===== config.mk =====
export PLATFORM = sky130hd
export DESIGN_NAME = hdrm_weight
export DESIGN_NICKNAME = d
export VERILOG_FILES = /design/src/sv/hdrm_pkg.sv /design/src/sv/hdrm_weight.sv
export SDC_FILE = /design/constraint.sdc
export NUM_CORES = 2
export LEC_CHECK = 0
export ABC_CLOCK_PERIOD_IN_PS = 12350
export BUFFER_PORTS_ARGS = -buffer_cell sky130_fd_sc_hd__buf_2
export CAP_MARGIN = 0
export CORE_UTILIZATION = 55
export CTS_BUF_LIST = sky130_fd_sc_hd__clkbuf_16
export CTS_CLUSTER_DIAMETER = 120
export CTS_CLUSTER_SIZE = 12
export DETAILED_ROUTE_END_ITERATION = 10
export PLACE_DENSITY = 0.7
export SLEW_MARGIN = 25
export SYNTH_ARGS = -nofsm -noshare
export SYNTH_HDL_FRONTEND = slang
export SYNTH_SLANG_ARGS = --single-unit

===== constraint.sdc =====
create_clock -name clk -period 12.35 [get_ports clk]
set_clock_uncertainty 0.05 [all_clocks]
set_input_delay 1.235 -clock clk [delete_from_list [all_inputs] [get_ports clk]]
set_output_delay 1.235 -clock clk [all_outputs]
set_load 0.01 [all_outputs]

===== src/sv/hdrm_pkg.sv =====
// Package for the three-exposure HDR merge unit.
// Holds widths, register indexes, shared types and the ROM builders.
// No dependencies.
package hdrm_pkg;

  localparam int FRACTION_BITS  = 16;
  localparam int LOG_TABLE_BITS = 10;
  localparam int TABLE_SIZE     = 1 << LOG_TABLE_BITS;

  localparam int PIX_W     = 8;
  localparam int CFG_W     = 16;
  localparam int CFG_IDX_W = 8;
  localparam int WT_W      = 7;
  localparam int DEN_W     = 9;
  localparam int PROD_W    = 15;
  localparam int NUM_W     = 48;
  localparam int DIV_SHIFT = 32 - FRACTION_BITS;
  localparam int QUO_W     = NUM_W - DIV_SHIFT;
  localparam int DIV_STEP  = 4;
  localparam int DIV_STAGES = (QUO_W + DIV_STEP - 1) / DIV_STEP;
  localparam int DVD_W     = DIV_STAGES * DIV_STEP;
  localparam int POS_W     = $clog2(QUO_W);
  localparam int LOG_W     = 16;
  localparam int EXP_W     = 17;
  localparam int LG_W      = $clog2(QUO_W + FRACTION_BITS) + 18;
  localparam int T_W       = LG_W + CFG_W + 1;
  localparam int N_W       = T_W - 28;
  localparam int SH_W      = 6;
  localparam int SH_MAX    = 63;
  localparam int IDX_W     = LOG_TABLE_BITS;

  localparam logic [CFG_IDX_W-1:0] REG_INV_RATIO = CFG_IDX_W'(0);
  localparam logic [CFG_IDX_W-1:0] REG_GAMMA     = CFG_IDX_W'(1);
  localparam logic [CFG_W-1:0]     CFG_RESET     = CFG_W'(4096);

  localparam longint unsigned LN2_Q30 = 64'd744261118;

  typedef logic [PIX_W-1:0] pix_t;
  typedef logic [CFG_W-1:0] cfg_t;

  typedef struct packed {
    logic valid;
    logic zero;
  } ctl_t;

  typedef logic [LOG_W-1:0] log_rom_t [TABLE_SIZE];
  typedef logic [EXP_W-1:0] exp_rom_t [TABLE_SIZE];

  function automatic log_rom_t build_log_rom();
    log_rom_t rom;
    longint unsigned m;
    int unsigned acc;
    for (int i = 0; i < TABLE_SIZE; i++) begin
      m = longint'(TABLE_SIZE + i) << (30 - LOG_TABLE_BITS);
      acc = 0;
      for (int k = 0; k < 16; k++) begin
        m = (m * m) >> 30;
        acc = acc << 1;
        if (m >= (64'd2 << 30)) begin
          acc = acc | 1;
          m = m >> 1;
        end
      end
      rom[i] = LOG_W'(acc);
    end
    return rom;
  endfunction

  // shift-and-subtract quotient, used only while building tables
  function automatic longint unsigned div_small(longint unsigned a, longint unsigned d);
    longint unsigned q;
    longint unsigned rem;
    q = 0;
    rem = 0;
    for (int b = 63; b >= 0; b--) begin
      rem = (rem << 1) | ((a >> b) & 64'd1);
      q = q << 1;
      if (rem >= d) begin
        rem = rem - d;
        q = q | 64'd1;
      end
    end
    return q;
  endfunction

  function automatic exp_rom_t build_exp_rom();
    exp_rom_t rom;
    longint unsigned x;
    longint unsigned term;
    longint unsigned sum;
    for (int i = 0; i < TABLE_SIZE; i++) begin
      x = (longint'(i) * LN2_Q30) >> LOG_TABLE_BITS;
      term = 64'd1 << 30;
      sum = term;
      for (int n = 1; n <= 24; n++) begin
        term = div_small((term * x) >> 30, longint'(n));
        sum = sum + term;
      end
      rom[i] = EXP_W'((sum + (64'd1 << 13)) >> 14);
    end
    return rom;
  endfunction

endpackage


===== src/sv/hdrm_weight.sv =====
// Hat weights and weighted numerator, four register stages.
// Depends on hdrm_pkg.
module hdrm_weight (
  input  logic                          clk,
  input  logic                          rst_n,
  input  logic                          en,
  input  logic                          in_valid,
  input  hdrm_pkg::pix_t                p0,
  input  hdrm_pkg::pix_t                p1,
  input  hdrm_pkg::pix_t                p2,
  input  hdrm_pkg::cfg_t                ratio,
  output hdrm_pkg::ctl_t                ctl_o,
  output logic [hdrm_pkg::QUO_W-1:0]    dvd_o,
  output logic [hdrm_pkg::DEN_W-1:0]    den_o
);
  import hdrm_pkg::*;

  function automatic logic [WT_W-1:0] hat(pix_t v);
    if (v < PIX_W'(128)) return (v < PIX_W'(5)) ? '0 : WT_W'(v);
    return WT_W'(PIX_W'(255) - v);
  endfunction

  logic                v1_r, v2_r, v3_r, v4_r;
  logic [PROD_W-1:0]   a0_r, a1_r, a2_r;
  logic [DEN_W-1:0]    den1_r, den2_r, den3_r, den4_r;
  logic [PROD_W-1:0]   a0_2_r, a0_3_r;
  logic [PROD_W+CFG_W-1:0] b1_r, b2_r, b1_3_r;
  logic [PROD_W+2*CFG_W-1:0] c2_r;
  logic [NUM_W-1:0]    num_r;

  logic [WT_W-1:0] w0, w1, w2;
  logic [NUM_W-1:0] num_nxt;

  always_comb begin
    w0 = hat(p0);
    w1 = hat(p1);
    w2 = hat(p2);
    if (w0 == '0 && w1 == '0 && w2 == '0) begin
      if (p1 < PIX_W'(128)) w2 = WT_W'(1);
      else w0 = WT_W'(1);
    end
    num_nxt = (NUM_W'(a0_3_r) << 24) + (NUM_W'(b1_3_r) << 12) + NUM_W'(c2_r);
  end

  always_ff @(posedge clk) begin
    if (!rst_n) begin
      v1_r <= 1'b0;
      v2_r <= 1'b0;
      v3_r <= 1'b0;
      v4_r <= 1'b0;
    end else if (en) begin
      v1_r <= in_valid;
      v2_r <= v1_r;
      v3_r <= v2_r;
      v4_r <= v3_r;
    end
  end

  always_ff @(posedge clk) begin
    if (en) begin
      a0_r   <= PROD_W'(w0 * p0);
      a1_r   <= PROD_W'(w1 * p1);
      a2_r   <= PROD_W'(w2 * p2);
      den1_r <= DEN_W'(w0) + DEN_W'(w1) + DEN_W'(w2);
      a0_2_r <= a0_r;
      b1_r   <= a1_r * ratio;
      b2_r   <= a2_r * ratio;
      den2_r <= den1_r;
      a0_3_r <= a0_2_r;
      b1_3_r <= b1_r;
      c2_r   <= b2_r * ratio;
      den3_r <= den2_r;
      num_r  <= num_nxt;
      den4_r <= den3_r;
    end
  end

  assign ctl_o = '{valid: v4_r, zero: (num_r == '0)};
  assign dvd_o = num_r[NUM_W-1:DIV_SHIFT];
  assign den_o = den4_r;

endmodule


==> flow_metrics.tcl <==
set metrics [dict create \
    status "completed" \
    root_buffer "clkbuf_16" \
    maxCapViolations 0 \
    areaGrowthSynthToFinish_pct 3.79 \
    hold_buffers 0 \
    fmax_ghz 0.125 \
    drcViolationCount 0 \
    rows 108 \
    coreArea_mm2 0.0870 \
    antenna_cells 0 \
    path_max_fanout 35 \
    wl_um 108000 \
    clkLatencyLatePin_ns 0.62 \
    hp-class "reg -> reg" \
    avgRoutedWirePerCell_um 18.1 \
    holdPathStages 0 \
    final_nets 6208 \
    cp.required_ns 12.64 \
    setup_viol 0 \
    synth.avg_cell_area_um2 9.83 \
    grt_max_degree 108 \
    seq_area_mm2 0.00906 \
    min-delay-start "a0_2_r[3]$_DFFE_PP_" \
    drt_pass1_iterations 5 \
    grt_usage 0.252 \
    fp.dieH_um 299 \
    numCtsBuffers 30 \
    top_layer "met4" \
    worstSetupEndpoint "c2_r[45]$_DFFE_PP_" \
    synth-seq-cells 303 \
    antenna_found_initial 0 \
    ys_warn_count 0 \
    worstMarginPinSlew_ns 0.994 \
    gp_congestion 0.893 \
    synth_edf_count 299 \
    multi_input_area_mm2 0.0348 \
    async_reset_ff_frac 0 \
    r2r-start "b2_r[9]$_DFFE_PP_" \
    first_iter_violations 1985 \
    layout_commonest_cell "inv_1" \
    vias 32700 \
    r2r_cells 22 \
    period_needed_ns 7.99 \
    utilization 0.578 \
    period_share 0.647 \
    setup.worst_path.start_class "input port" \
    wl_met2_um 52500 \
    ios 87 \
    dp_hpwl_um 84600 \
    layout-drive-gt1-share 0.0356 \
    path_class "in -> reg" \
    syn_nets 6315 \
    yosysSeqAreaShare 0.187 \
    timing.hold.ws_ns 0.362 \
    rrSetupSlack_ns 5.13 \
    startpoint "ratio[9]" \
    rsz0062_at_grt "false" \
    cts_sinks 303 \
    drv_slew 0 \
    max_slew_margin 0.338 \
    cts_setup_buffers 0 \
    arrival_ns 8.29 \
    start_util 0.557 \
    clk_pin_slew_ns 0.07 \
    nFillCells 7527 \
    cts-htree-levels 1 \
    cts.path.max_buffers 3 \
    viasPerCell 5.47 \
    synth_ff_type "edfxtp_1" \
    cts_resized 0 \
    final_cell_mix "inv_1, fa_1, nand2_1" \
    grt_remaining_overflow 0 \
    worstSetupEndpointType "flip-flop" \
    io_buffers 86 \
    met3_length_um 6110 \
    syn-instance-count 4929 \
    die-area_mm2 0.0893 \
    setup_tns_ns 0 \
    ant_nets 0 \
    hold_viol_final 0 \
    cts_tree "built" \
    drt-met1-wl_um 45900 \
    r2r-end "c2_r[45]$_DFFE_PP_" \
    dieWidth_um 299 \
    grt_pass1_vias 34800 \
    ys_types 75 \
    synth_area_mm2 0.0485 \
    grt_pass1_wl_um 180000 \
]
[routing by layer]
metal | vias to the layer above | GRT usage
li1 | 15000 | -
met1 | 16600 | 0.344
met2 | 985 | 0.426
met3 | 193 | 0.0256
met4 | 0 | 0.0768
met5 | - | 0
[worst max-delay path: stages]
cell      delay [ns]
buf_2           0.64
buf_4           0.48
nand2_1         0.12
fa_1            0.51
inv_1           0.05
fa_1            0.50
inv_1           0.06
fa_1            0.53
inv_1           0.05
fa_1            0.47
fa_1            0.49
inv_1           0.05
fa_1            0.48
inv_1           0.05
ha_1            0.40
and3_1          0.22
nand2_1         0.08
a211oi_1        0.24
o31ai_1         0.11
o211ai_1        0.22
o22ai_1         0.26
o21a_1          0.28
o21a_1          0.24
o311ai_1        0.51
[state kept, by name, indices dropped and copies added (netlist names)]
name    flops
v3_r        1
den_o       9
b1_3_r     31
num_r      48
v1_r        1
a2_r       15
a1_r       15
v4_r        1
b2_r       31
den2_r      9
a0_r       15
a0_2_r     15
a0_3_r     15
den1_r      9
b1_r       31
c2_r       47
v2_r        1
den3_r      9
[logic make-up after synthesis]
family,share of synthesized area
and+or+nand+nor,0.148
adders and majority gates,0.482
buffers and inverters,0.0956
AOI/OAI and AO/OA,0.0566
DFF,0.187
xor gates and xnor gates,0.0305
muxes,0.00103
[final cells by class]
cell class | count | area share
multi-input cells | 3425 | 0.691
flip-flops and latches | 303 | 0.180
inverters | 948 | 0.0707
well taps | 1155 | 0.0287
clock buffers | 30 | 0.0149
repair buffers | 114 | 0.0129
clock inverters | 6 | 0.00119
[synth_stat cells (13+ instances only)]
library cell	count	area [um2]
ha_1	468	5860
xor2_1	50	438
o21ai_1	26	130
o21bai_1	25	188
inv_1	946	3550
a21oi_1	141	706
nand2b_1	19	119
nand2_1	724	2720
fa_1	874	17500
nor2_1	114	428
nor4_1	20	125
and2_1	441	2760
buf_4	33	248
a31oi_1	17	106
clkbuf_1	220	826
nand3_1	38	190
a211oi_1	13	97.6
nor3_1	23	115
a21o_1	65	488
nor2b_1	36	225
o21ai_0	48	240
edfxtp_1	299	8980
o21a_1	20	150
nand4_1	25	156
xnor2_1	119	1040
[worst min-delay path by stage]
stage                                       to  slack (ns)
after floorplan            a0_2_r[0]$_DFFE_PP_        0.35
after global placement     a0_3_r[6]$_DFFE_PP_        0.35
after detailed placement   a0_2_r[0]$_DFFE_PP_        0.35
after CTS                 b1_3_r[14]$_DFFE_PP_        0.36
after global routing       a0_3_r[3]$_DFFE_PP_        0.36
final                      a0_3_r[3]$_DFFE_PP_        0.36
[stage by stage]
stage / instance area (um2) / worst slack (ns) / cells
finish: 50300 / 4.36 / 5981
global route: 50300 / 4.04 / 5981
CTS: 50300 / 4.44 / 5981
detailed placement: 49500 / 3.81 / 5945
global placement: 49500 / 3.88 / 5945
floorplan: 48500 / 4.93 / 4929
Power is not shown: default switching activity piles up to over one toggle a cycle in this logic, so the estimate is an artifact.
