`src/sv/hdrm_pkg.sv`:
```
// Package for the three-exposure HDR merge unit.
// Holds widths, register indexes, shared types and the ROM builders.
// No dependencies.
package hdrm_pkg;

  localparam int FRACTION_BITS  = 16;
  localparam int LOG_TABLE_BITS = 10;
  localparam int TABLE_SIZE     = 1 << LOG_TABLE_BITS;

  localparam int PIX_W     = 8;
  localparam int CFG_W     = 16;
  localparam int CFG_IDX_W = 8;
  localparam int WT_W      = 7;
  localparam int DEN_W     = 9;
  localparam int PROD_W    = 15;
  localparam int NUM_W     = 48;
  localparam int DIV_SHIFT = 32 - FRACTION_BITS;
  localparam int QUO_W     = NUM_W - DIV_SHIFT;
  localparam int DIV_STEP  = 4;
  localparam int DIV_STAGES = (QUO_W + DIV_STEP - 1) / DIV_STEP;
  localparam int DVD_W     = DIV_STAGES * DIV_STEP;
  localparam int POS_W     = $clog2(QUO_W);
  localparam int LOG_W     = 16;
  localparam int EXP_W     = 17;
  localparam int LG_W      = $clog2(QUO_W + FRACTION_BITS) + 18;
  localparam int T_W       = LG_W + CFG_W + 1;
  localparam int N_W       = T_W - 28;
  localparam int SH_W      = 6;
  localparam int SH_MAX    = 63;
  localparam int IDX_W     = LOG_TABLE_BITS;

  localparam logic [CFG_IDX_W-1:0] REG_INV_RATIO = CFG_IDX_W'(0);
  localparam logic [CFG_IDX_W-1:0] REG_GAMMA     = CFG_IDX_W'(1);
  localparam logic [CFG_W-1:0]     CFG_RESET     = CFG_W'(4096);

  localparam longint unsigned LN2_Q30 = 64'd744261118;

  typedef logic [PIX_W-1:0] pix_t;
  typedef logic [CFG_W-1:0] cfg_t;

  typedef struct packed {
    logic valid;
    logic zero;
  } ctl_t;

  typedef logic [LOG_W-1:0] log_rom_t [TABLE_SIZE];
  typedef logic [EXP_W-1:0] exp_rom_t [TABLE_SIZE];

  function automatic log_rom_t build_log_rom();
    log_rom_t rom;
    longint unsigned m;
    int unsigned acc;
    for (int i = 0; i < TABLE_SIZE; i++) begin
      m = longint'(TABLE_SIZE + i) << (30 - LOG_TABLE_BITS);
      acc = 0;
      for (int k = 0; k < 16; k++) begin
        m = (m * m) >> 30;
        acc = acc << 1;
        if (m >= (64'd2 << 30)) begin
          acc = acc | 1;
          m = m >> 1;
        end
      end
      rom[i] = LOG_W'(acc);
    end
    return rom;
  endfunction

  // shift-and-subtract quotient, used only while building tables
  function automatic longint unsigned div_small(longint unsigned a, longint unsigned d);
    longint unsigned q;
    longint unsigned rem;
    q = 0;
    rem = 0;
    for (int b = 63; b >= 0; b--) begin
      rem = (rem << 1) | ((a >> b) & 64'd1);
      q = q << 1;
      if (rem >= d) begin
        rem = rem - d;
        q = q | 64'd1;
      end
    end
    return q;
  endfunction

  function automatic exp_rom_t build_exp_rom();
    exp_rom_t rom;
    longint unsigned x;
    longint unsigned term;
    longint unsigned sum;
    for (int i = 0; i < TABLE_SIZE; i++) begin
      x = (longint'(i) * LN2_Q30) >> LOG_TABLE_BITS;
      term = 64'd1 << 30;
      sum = term;
      for (int n = 1; n <= 24; n++) begin
        term = div_small((term * x) >> 30, longint'(n));
        sum = sum + term;
      end
      rom[i] = EXP_W'((sum + (64'd1 << 13)) >> 14);
    end
    return rom;
  endfunction

endpackage

```
`src/sv/hdrm_divider.sv`:
```
// Pipelined restoring divider, four quotient bits per stage.
// Depends on hdrm_pkg.
module hdrm_divider (
  input  logic                       clk,
  input  logic                       rst_n,
  input  logic                       en,
  input  hdrm_pkg::ctl_t             ctl_i,
  input  logic [hdrm_pkg::QUO_W-1:0] dvd_i,
  input  logic [hdrm_pkg::DEN_W-1:0] den_i,
  output hdrm_pkg::ctl_t             ctl_o,
  output logic [hdrm_pkg::QUO_W-1:0] quo_o
);
  import hdrm_pkg::*;

  ctl_t             ctl_r [DIV_STAGES];
  logic [DEN_W-1:0] den_r [DIV_STAGES];
  logic [DEN_W-1:0] rem_r [DIV_STAGES];
  logic [DVD_W-1:0] dvd_r [DIV_STAGES];
  logic [DVD_W-1:0] quo_r [DIV_STAGES];

  for (genvar s = 0; s < DIV_STAGES; s++) begin : g_stage
    ctl_t             ctl_in;
    logic [DEN_W-1:0] den_in;
    logic [DEN_W-1:0] rem_nxt;
    logic [DVD_W-1:0] dvd_nxt;
    logic [DVD_W-1:0] quo_nxt;

    if (s == 0) begin : g_first
      always_comb begin
        ctl_in = ctl_i;
        den_in = den_i;
      end
    end else begin : g_next
      always_comb begin
        ctl_in = ctl_r[s-1];
        den_in = den_r[s-1];
      end
    end

    always_comb begin
      logic [DEN_W:0] trial;
      if (s == 0) begin
        rem_nxt = '0;
        dvd_nxt = DVD_W'(dvd_i);
        quo_nxt = '0;
      end else begin
        rem_nxt = rem_r[s-1];
        dvd_nxt = dvd_r[s-1];
        quo_nxt = quo_r[s-1];
      end
      for (int k = 0; k < DIV_STEP; k++) begin
        trial = {rem_nxt, dvd_nxt[DVD_W-1]};
        dvd_nxt = dvd_nxt << 1;
        if (trial >= {1'b0, den_in}) begin
          rem_nxt = DEN_W'(trial - {1'b0, den_in});
          quo_nxt = {quo_nxt[DVD_W-2:0], 1'b1};
        end else begin
          rem_nxt = trial[DEN_W-1:0];
          quo_nxt = {quo_nxt[DVD_W-2:0], 1'b0};
        end
      end
    end

    always_ff @(posedge clk) begin
      if (!rst_n) begin
        ctl_r[s].valid <= 1'b0;
      end else if (en) begin
        ctl_r[s].valid <= ctl_in.valid;
      end
    end

    always_ff @(posedge clk) begin
      if (en) begin
        ctl_r[s].zero <= ctl_in.zero;
        den_r[s]      <= den_in;
        rem_r[s]      <= rem_nxt;
        dvd_r[s]      <= dvd_nxt;
        quo_r[s]      <= quo_nxt;
      end
    end
  end

  assign ctl_o = ctl_r[DIV_STAGES-1];
  assign quo_o = quo_r[DIV_STAGES-1][QUO_W-1:0];

endmodule

```
`config.mk`:
```
export PLATFORM = sky130hd
export DESIGN_NAME = hdrm_divider
export DESIGN_NICKNAME = d
export VERILOG_FILES = /design/src/sv/hdrm_pkg.sv /design/src/sv/hdrm_divider.sv
export SDC_FILE = /design/constraint.sdc
export NUM_CORES = 1
export LEC_CHECK = 0
export ABC_AREA = 1
export BUFFER_PORTS_ARGS = -buffer_cell sky130_fd_sc_hd__buf_2
export CAP_MARGIN = 0
export CELL_PAD_IN_SITES_DETAIL_PLACEMENT = 0
export CELL_PAD_IN_SITES_GLOBAL_PLACEMENT = 1
export CORE_ASPECT_RATIO = 1.4
export CORE_MARGIN = 4
export CORE_UTILIZATION = 39
export DETAILED_ROUTE_END_ITERATION = 12
export PLACE_DENSITY = 0.78
export REMOVE_ABC_BUFFERS = 1
export SETUP_SLACK_MARGIN = 0.2
export SLEW_MARGIN = 20
export SYNTH_ARGS = -nofsm -noshare
export SYNTH_HDL_FRONTEND = slang
export SYNTH_SLANG_ARGS = --single-unit
export TNS_END_PERCENT = 1
```
`constraint.sdc`:
```
create_clock -name clk -period 9.05 [get_ports clk]
set_input_delay 1.3575 -clock clk [delete_from_list [all_inputs] [get_ports clk]]
set_output_delay 1.3575 -clock clk [all_outputs]
set_load 0.1 [all_outputs]
```
==> results of run 1 <==
-- cell families after synthesis --
logic type | Yosys count | synth area share, %
adders and majority gates | 311 | 14.8
AOI/OAI and AO/OA | 412 | 8.43
buffers and inverters | 484 | 6.85
and+or+nand+nor | 1388 | 21.7
DFF | 398 | 42.8
xor gates and xnor gates | 175 | 5.50
-- routing by layer --
layer	vias up	wire length [µm]	global-route usage, %
li1	10882	-	-
met1	9531	26700	19.1
met2	279	35100	32.8
met3	140	1820	2.40
met4	0	2360	6.13
met5	-	0	0
-- per-stage QoR --
stage	setup WS (ps)	instance area, µm²	hold WS [ps]	instances	utilization (%)
floorplan	2220	27700	400	3145	-
global placement	738	29400	400	4166	41.6
detailed placement	764	29400	405	4166	41.6
CTS	733	30900	406	4247	43.7
global route	197	30900	415	4247	43.7
finish	1120	30900	409	4248	43.7
-- worst max-delay path: cells and delay by family, from the launching register on --
family                   cells  cell delay (ps)
AO/OA/AOI/OAI               12             2880
adder cells (fa/ha/maj)      5             1820
buffers and inverters        2              180
flip-flops                   1              530
AND/OR/NAND/NOR             18             2380
-- cell usage after synthesis (5+ instances only) --
master,number,share of area [%]
nand2_1,897,12
inv_1,457,6.2
edfxtp_1,397,43
ha_1,281,13
nand3_1,197,3.5
a21oi_1,168,3.0
nor2_1,138,1.9
o21ai_0,125,2.2
xor2_1,111,3.5
xnor2_1,64,2.0
nand4_1,41,0.92
fa_1,30,2.2
nor3_1,26,0.47
a31oi_1,19,0.43
o21bai_1,19,0.51
o21ai_1,18,0.32
nand3_2,17,0.61
nand2_2,15,0.34
o211ai_1,14,0.38
nand3b_1,11,0.30
or2_2,11,0.25
a21o_1,9,0.24
buf_4,9,0.24
nor2_4,9,0.36
buf_6,7,0.28
a21boi_0,6,0.16
a21oi_2,6,0.19
buf_2,6,0.11
nand2_4,6,0.24
nor2_2,6,0.13
nand3_4,5,0.31
o21a_1,5,0.13
-- area by class of cell --
class,instances,area (µm²),share of cell area [%]
antenna,1,2.50,0.00810
multi-input combinational,2286,14000,45.5
clock buffer,51,1190,3.86
inverter,461,1730,5.60
tap,936,1170,3.79
timing repair buffer,85,475,1.54
clock inverter,30,319,1.03
sequential,398,11900,38.7
-- repair_timing --
action,in CTS,in global routing
setup endpoints to repair,0,11
hold endpoints to repair,0,0
resized for setup,0,2
hold buffers,0,0
-- sequential cells by signal (all words and copies together), names as in the netlist --
name / cells
quo_r: 144
rem_r: 63
den_r: 63
ctl_r: 16
dvd_r: 112
-- placed cells by master (no fill, tap or decap), drive strengths merged, types with 17 or more instances in the layout --
master,Yosys,layout
clkinv,0,17
o21bai,19,19
a21oi,175,175
ha,281,281
xor2,111,111
nand2,918,918
nor2,153,153
edfxtp,397,397
nand3,219,219
nor3,27,27
inv,461,466
clkbuf,1,51
a31oi,19,19
xnor2,64,64
o21ai,146,146
fa,30,30
buf,22,85
nand4,43,43
-- how the worst min path moves through the flow --
stage	slack, ps	end	startpoint	cells past startpoint
CTS	410	ctl_r[1][4]	ctl_r[1][2]	0
finish	410	quo_r[1][13]	quo_r[0][105]	0
global route	420	quo_r[1][38]	quo_r[1][2]	0
floorplan	400	ctl_r[0][2]	ctl_r[0][0]	0
global placement	400	quo_r[1][15]	quo_r[0][107]	0
detailed placement	400	dvd_r[4][24]	dvd_r[3][20]	0
==> flow_summary.ini, run 1 <==
[run_status]
status = finished clean

[detailed_routing]
vias_per_cell = 4.90
num_vias = 20832
drt_iter0_markers = 938
wl_mm = 65.9
wl_per_cell_um = 15.5
first_pass_iters = 5
detail-route-antenna-nets = 0
drc = 0

[layout]
nets = 3634
area_delta_synth_final_pct = 10.7
fill_cells = 7046
drive_above_1_share_pct = 7.52

[worst_setup_path]
crit_top_cell = nand2_1
critical_path_required_ps = 9510
crit_arrival_ps = 8380
setup.worst_path.end_class = register
worstSetupPathType = reg -> reg
crit_slowest_cell = edfxtp_1
path_max_fanout = 16
ff2ff_setup_slack_ps = 1120
critPathCapture = rem_r[2][2]
crit_path_start_kind = register
ff2ff_path_depth = 37
reg2reg_to = rem_r[2][2]
slowest_delay_ps = 530
critPathLaunch = den_r[1][0]
reg2reg_from = den_r[1][0]

[sta]
finalMaxSlewViolations = 0
skew_ps = 12.5
max_freq_mhz = 126
layout_min_cycle_time_ps = 7930
setup-tns-final_ps = 0
hold_violations = 0
tightest_slew_ps = 1010
finalCritPeriodShare_pct = 87.6
rsz0062_at_grt = true
setup_violations = 0
slew_headroom_pct = 32.7

[yosys]
async_flop_share_pct = 0
yosysSeqAreaShare_pct = 42.8
avgSynthCellArea_um2 = 8.80
synth_edf_count = 397
synth-seq-cells = 398
ys_types = 53
synth-main-ff-cell = edfxtp_1
ys_warn_count = 0
syn_inst = 3168
synth_area_mm2 = 0.0279

[floorplanning]
core.rowCount = 115
die_h_um = 324
die-area_mm2 = 0.0759
start_util_pct = 39.5
die_w_um = 234
core_area_mm2 = 0.0706
io_pins = 80

[clock_tree]
cts_root_buf = clkbuf_16
insertion_delay_ps = 590
cts_setup_buffers = 0
htreeDepth = 2
numClockSinks = 398
cts_tree = built
cts_buffers = 45
clk_pin_slew_ps = 70
cts-root-to-sink-buffers = 3

[grt]
grt_usage_pct = 17.2
antenna_found_initial = 0
grt_overflow_total = 0
grt_pass1_wl_mm = 105
grt_max_degree = 140
grt_pass1_vias = 20817

[placement]
port_buffers = 79
globalplace.congestion = 0.897
hpwlAfterDp_mm = 50.5

[min_path]
min_path_type = reg -> reg

[flow_run]
maxCapViolations = 0
Power of run 1 is left out: the tool's default activity adds up to more than one toggle a clock period on the data nets, which glitch-free logic cannot reach.
==> run 2, diff against run 1 <==
--- a/config.mk
+++ b/config.mk
@@ -14,7 +14,9 @@
 export CORE_MARGIN = 4
 export CORE_UTILIZATION = 39
 export DETAILED_ROUTE_END_ITERATION = 12
+export MAX_ROUTING_LAYER = met4
 export PLACE_DENSITY = 0.78
+export RECOVER_POWER = 50
 export REMOVE_ABC_BUFFERS = 1
 export SETUP_SLACK_MARGIN = 0.2
 export SLEW_MARGIN = 20
==> run 2 against run 1 <==
  * The flow now finishes with violations (capacitance limit, slew limit)
  * Design area down 0.17%
  * Fmax down 0.96%
  * Clock-buffer cell count unchanged
  * Critical path type unchanged
==> flow_summary.ini, run 2 (synthesized netlist as in run 1, its figures left out) <==
[run_status]
status = finished with violations
violations = capacitance limit, slew limit

[floorplanning]
die_w_um = 234
start_util_pct = 39.5
die_h_um = 324
die-area_mm2 = 0.0759
core_area_mm2 = 0.0706
core.rowCount = 115
io_pins = 80

[layout]
area_delta_synth_final_pct = 10.5
nets = 3633
largest-register = quo_r
reg_top3 = quo_r (144), dvd_r (112)
diodes = 0
final_common_cell = nand2_1
final_cell_mix = 899 x nand2_1, 457 x inv_1, 397 x edfxtp_1
largest_register_ffs = 144
drive_above_1_share_pct = 7.04

[clock_tree]
cts_root_buf = clkbuf_16
clk_pin_slew_ps = 80
htreeDepth = 2
cts_resized = 0
cts-root-to-sink-buffers = 3
cts.hold.buffers_added = 0
cts_setup_buffers = 0
insertion_delay_ps = 590
numClockSinks = 398
cts_tree = built
cts_buffers = 44

[sta]
rsz0062_at_grt = true
max_freq_mhz = 125
slew_headroom_pct = -333
finalCritPeriodShare_pct = 88.4
layout_min_cycle_time_ps = 8000
hold_violations = 0
skew_ps = 21.1
setup-tns-final_ps = 0
tightest_slew_ps = 6500
setup_violations = 0
finalMaxSlewViolations = 122

[worst_setup_path]
crit_slowest_cell = edfxtp_1
ff2ff_path_depth = 36
slowest_delay_ps = 520
crit_path_start_kind = register
worstSetupPathType = reg -> reg
setup.worst_path.end_class = register
path_max_fanout = 15
crit_top_cell = nand2_1
crit_arrival_ps = 8450
critical_path_required_ps = 9490

[detailed_routing]
wl_mm = 66.2
num_vias = 20961
drc = 0
vias_per_cell = 4.94
first_pass_iters = 5
drt_iter0_markers = 1007
detail-route-antenna-nets = 0
wl_per_cell_um = 15.6

[grt]
grt_pass1_vias = 20904
grt_max_degree = 141
antenna_found_initial = 0
grt_overflow_total = 0
grt_usage_pct = 17.8
grt_pass1_wl_mm = 106

[placement]
globalplace.congestion = 0.903
hpwlAfterDp_mm = 51.1
port_buffers = 79

[min_path]
min_path_type = reg -> reg
min_path_cells = 0

[flow_run]
maxCapViolations = 1
run 2: final cells by class:
class                      count  area [µm²]
clock buffer                  51        1150
clock inverter                29         348
fill                        6977       39800
inverter                     461        1730
multi-input combinational   2286       14000
sequential                   398       11900
tap                          936        1170
timing repair buffer          85         449
run 2: worst paths after layout:
kind	from	to	slack, ps
max	den_r[5][0]	rem_r[6][2]	1050
min	quo_r[1][68]	quo_r[1][104]	390
max reg2reg	den_r[5][0]	rem_r[6][2]	1050
min reg2reg	quo_r[1][68]	quo_r[1][104]	390
run 2: metrics by stage:
stage | hold WS (ps) | setup WS (ps) | std cells | instance area, µm² | util, %
2_1_floorplan | 400 | 2220 | 3145 | 27700 | -
3_3_place_gp | 400 | 632 | 4166 | 29400 | 41.6
3_5_place_dp | 405 | 616 | 4166 | 29400 | 41.6
4_1_cts | 394 | 614 | 4246 | 30900 | 43.7
5_1_grt | 411 | 195 | 4246 | 30800 | 43.6
6_report | 393 | 1050 | 4246 | 30800 | 43.6
run 2: critical path: cells and delay by family (launching register included):
kind / cells / cell delay [ps]
fa+ha+maj: 5 / 2060
simple gates: 21 / 2630
compound gates: 9 / 2600
flops: 1 / 520
buf+inv: 1 / 70
run 2: per-layer routing:
layer	vias to the layer above	wire length, µm	share of wire [%]	GRT usage, %
met5	-	0	0	-
met1	9698	26400	40	19.3
met4	0	2380	3.6	5.97
li1	10862	-	-	-
met3	125	1820	2.7	2.26
met2	276	35600	54	33.3
Power of run 2 is left out for the same reason.
==> run 3, diff against run 2 <==
--- a/config.mk
+++ b/config.mk
@@ -12,10 +12,10 @@
 export CELL_PAD_IN_SITES_GLOBAL_PLACEMENT = 1
 export CORE_ASPECT_RATIO = 1.4
 export CORE_MARGIN = 4
-export CORE_UTILIZATION = 39
+export CORE_UTILIZATION = 45
 export DETAILED_ROUTE_END_ITERATION = 12
 export MAX_ROUTING_LAYER = met4
-export PLACE_DENSITY = 0.78
+export PLACE_DENSITY = 0.86
 export RECOVER_POWER = 50
 export REMOVE_ABC_BUFFERS = 1
 export SETUP_SLACK_MARGIN = 0.2
==> run 3 against run 2 <==
  * The run still ends with capacitance limit, slew limit left
  * Die area down 13%
  * Clock skew up 13 ps
  * Worst setup slack better by 82 ps
  * Worst hold slack better by 7.8 ps
  * Largest cell class unchanged
  * First-iteration DRC count down 1.4%
  * Utilization up 6.5 points
  * Wire length down 3.1%
  * Clock-buffer cell count down 3
==> flow_summary.ini, run 3 (synthesized netlist as in run 1, its figures left out) <==
[layout]
largest_register_ffs = 144
diodes = 0
final_cells = 4130
final_cell_mix = 900 x nand2_1, 457 x inv_1, 397 x edfxtp_1
largest-register = quo_r
drive_above_1_share_pct = 7.12
area_delta_synth_final_pct = 9.87
final_common_cell = nand2_1
reg_top3 = quo_r (144), dvd_r (112)
nets = 3635

[grt]
grt_pass1_wl_mm = 104
antenna_found_initial = 0
grt_overflow_total = 0
grt_usage_pct = 20.1
grt_pass1_vias = 20879
grt_max_degree = 179

[sta]
finalMaxSlewViolations = 146
tightest_slew_ps = 5340
finalCritPeriodShare_pct = 87.5
setup-tns-final_ps = 0
max_freq_mhz = 126
whs_ps = 400
rsz0062_at_grt = false
setup_violations = 0
slew_headroom_pct = -256
skew_ps = 34.0
layout_min_cycle_time_ps = 7920
hold_violations = 0

[run_status]
violations = capacitance limit, slew limit
status = finished with violations

[worst_setup_path]
crit_slowest_cell = fa_1
path_max_fanout = 15
critical_path_required_ps = 9510
reg2reg_from = den_r[5][7]
setup.worst_path.end_class = register
crit_top_cell = nand2_1
worstSetupPathType = reg -> reg
crit_path_start_kind = register
slowest_delay_ps = 520
critPathLaunch = den_r[5][7]
crit_arrival_ps = 8390

[detailed_routing]
detail-route-antenna-nets = 0
drt_iter0_markers = 993
num_vias = 20903
drc = 0
vias_per_cell = 5.06
wl_per_cell_um = 15.5
first_pass_iters = 5
wl_mm = 64.2

[min_path]
min_path_type = reg -> reg
hp-start = quo_r[1][69]

[clock_tree]
cts_root_buf = clkbuf_16
clk_pin_slew_ps = 70
htreeDepth = 2
cts_buffers = 43
cts.hold.buffers_added = 0
cts_tree = built
numClockSinks = 398
cts-root-to-sink-buffers = 3
insertion_delay_ps = 600

[flow_run]
maxCapViolations = 2

[placement]
port_buffers = 79
dp.cells = 4050
hpwlAfterDp_mm = 49.6
globalplace.congestion = 0.927

[floorplanning]
io_pins = 80
start_util_pct = 45.6
die_w_um = 218
core_area_mm2 = 0.0612
die_h_um = 303
die-area_mm2 = 0.0661
core.rowCount = 107
[run 3: area by class of cell]
cell class              count  area, µm²
multi-input cells        2286      14000
well taps                 817       1020
repair buffers             88        452
fillers                  5932      30500
flip-flops and latches    398      11900
clock buffers              48       1100
inverters                 461       1730
clock inverters            32        359
[run 3: critical path: cells and delay by family (launching register included)]
kind,cells,cell delay [ps]
compound gates,10,2750
fa+ha+maj,4,1800
buf+inv,2,340
flops,1,400
simple gates,19,2490
[run 3: path summary, 6_finish.rpt]
kind | endpoint | depth (start not counted) | slack [ps]
worst max register to register | rem_r[6][5] | 35 | 1130
worst min-delay path | quo_r[1][105] | 0 | 400
worst max-delay path | rem_r[6][5] | 35 | 1130
worst min register to register | quo_r[1][105] | 0 | 400
[run 3: through the flow]
| stage | utilization, % | setup slack, ps | cell area [µm²] |
|---|---|---|---|
| 6_report | 50.1 | 1130 | 30600 |
| 5_1_grt | 50.1 | 359 | 30600 |
| 4_1_cts | 50.1 | 672 | 30700 |
| 3_5_place_dp | 47.8 | 695 | 29200 |
| 3_3_place_gp | 47.8 | 755 | 29200 |
| 2_1_floorplan | - | 2220 | 27700 |
[run 3: per-layer routing]
metal / track usage, % / up-vias / wire length, µm
li1: - / 10866 / -
met1: 22.1 / 9564 / 25800
met2: 37.2 / 331 / 33800
met3: 2.28 / 142 / 1890
met4: 7.80 / 0 / 2700
met5: - / - / 0
[run 3: what timing repair did]
item                       in CTS  in global routing
setup endpoints to repair       0                 10
buffers inserted                0                  0
gates resized for setup         0                  2
hold endpoints to repair        0                  0
Power of run 3 is left out for the same reason.
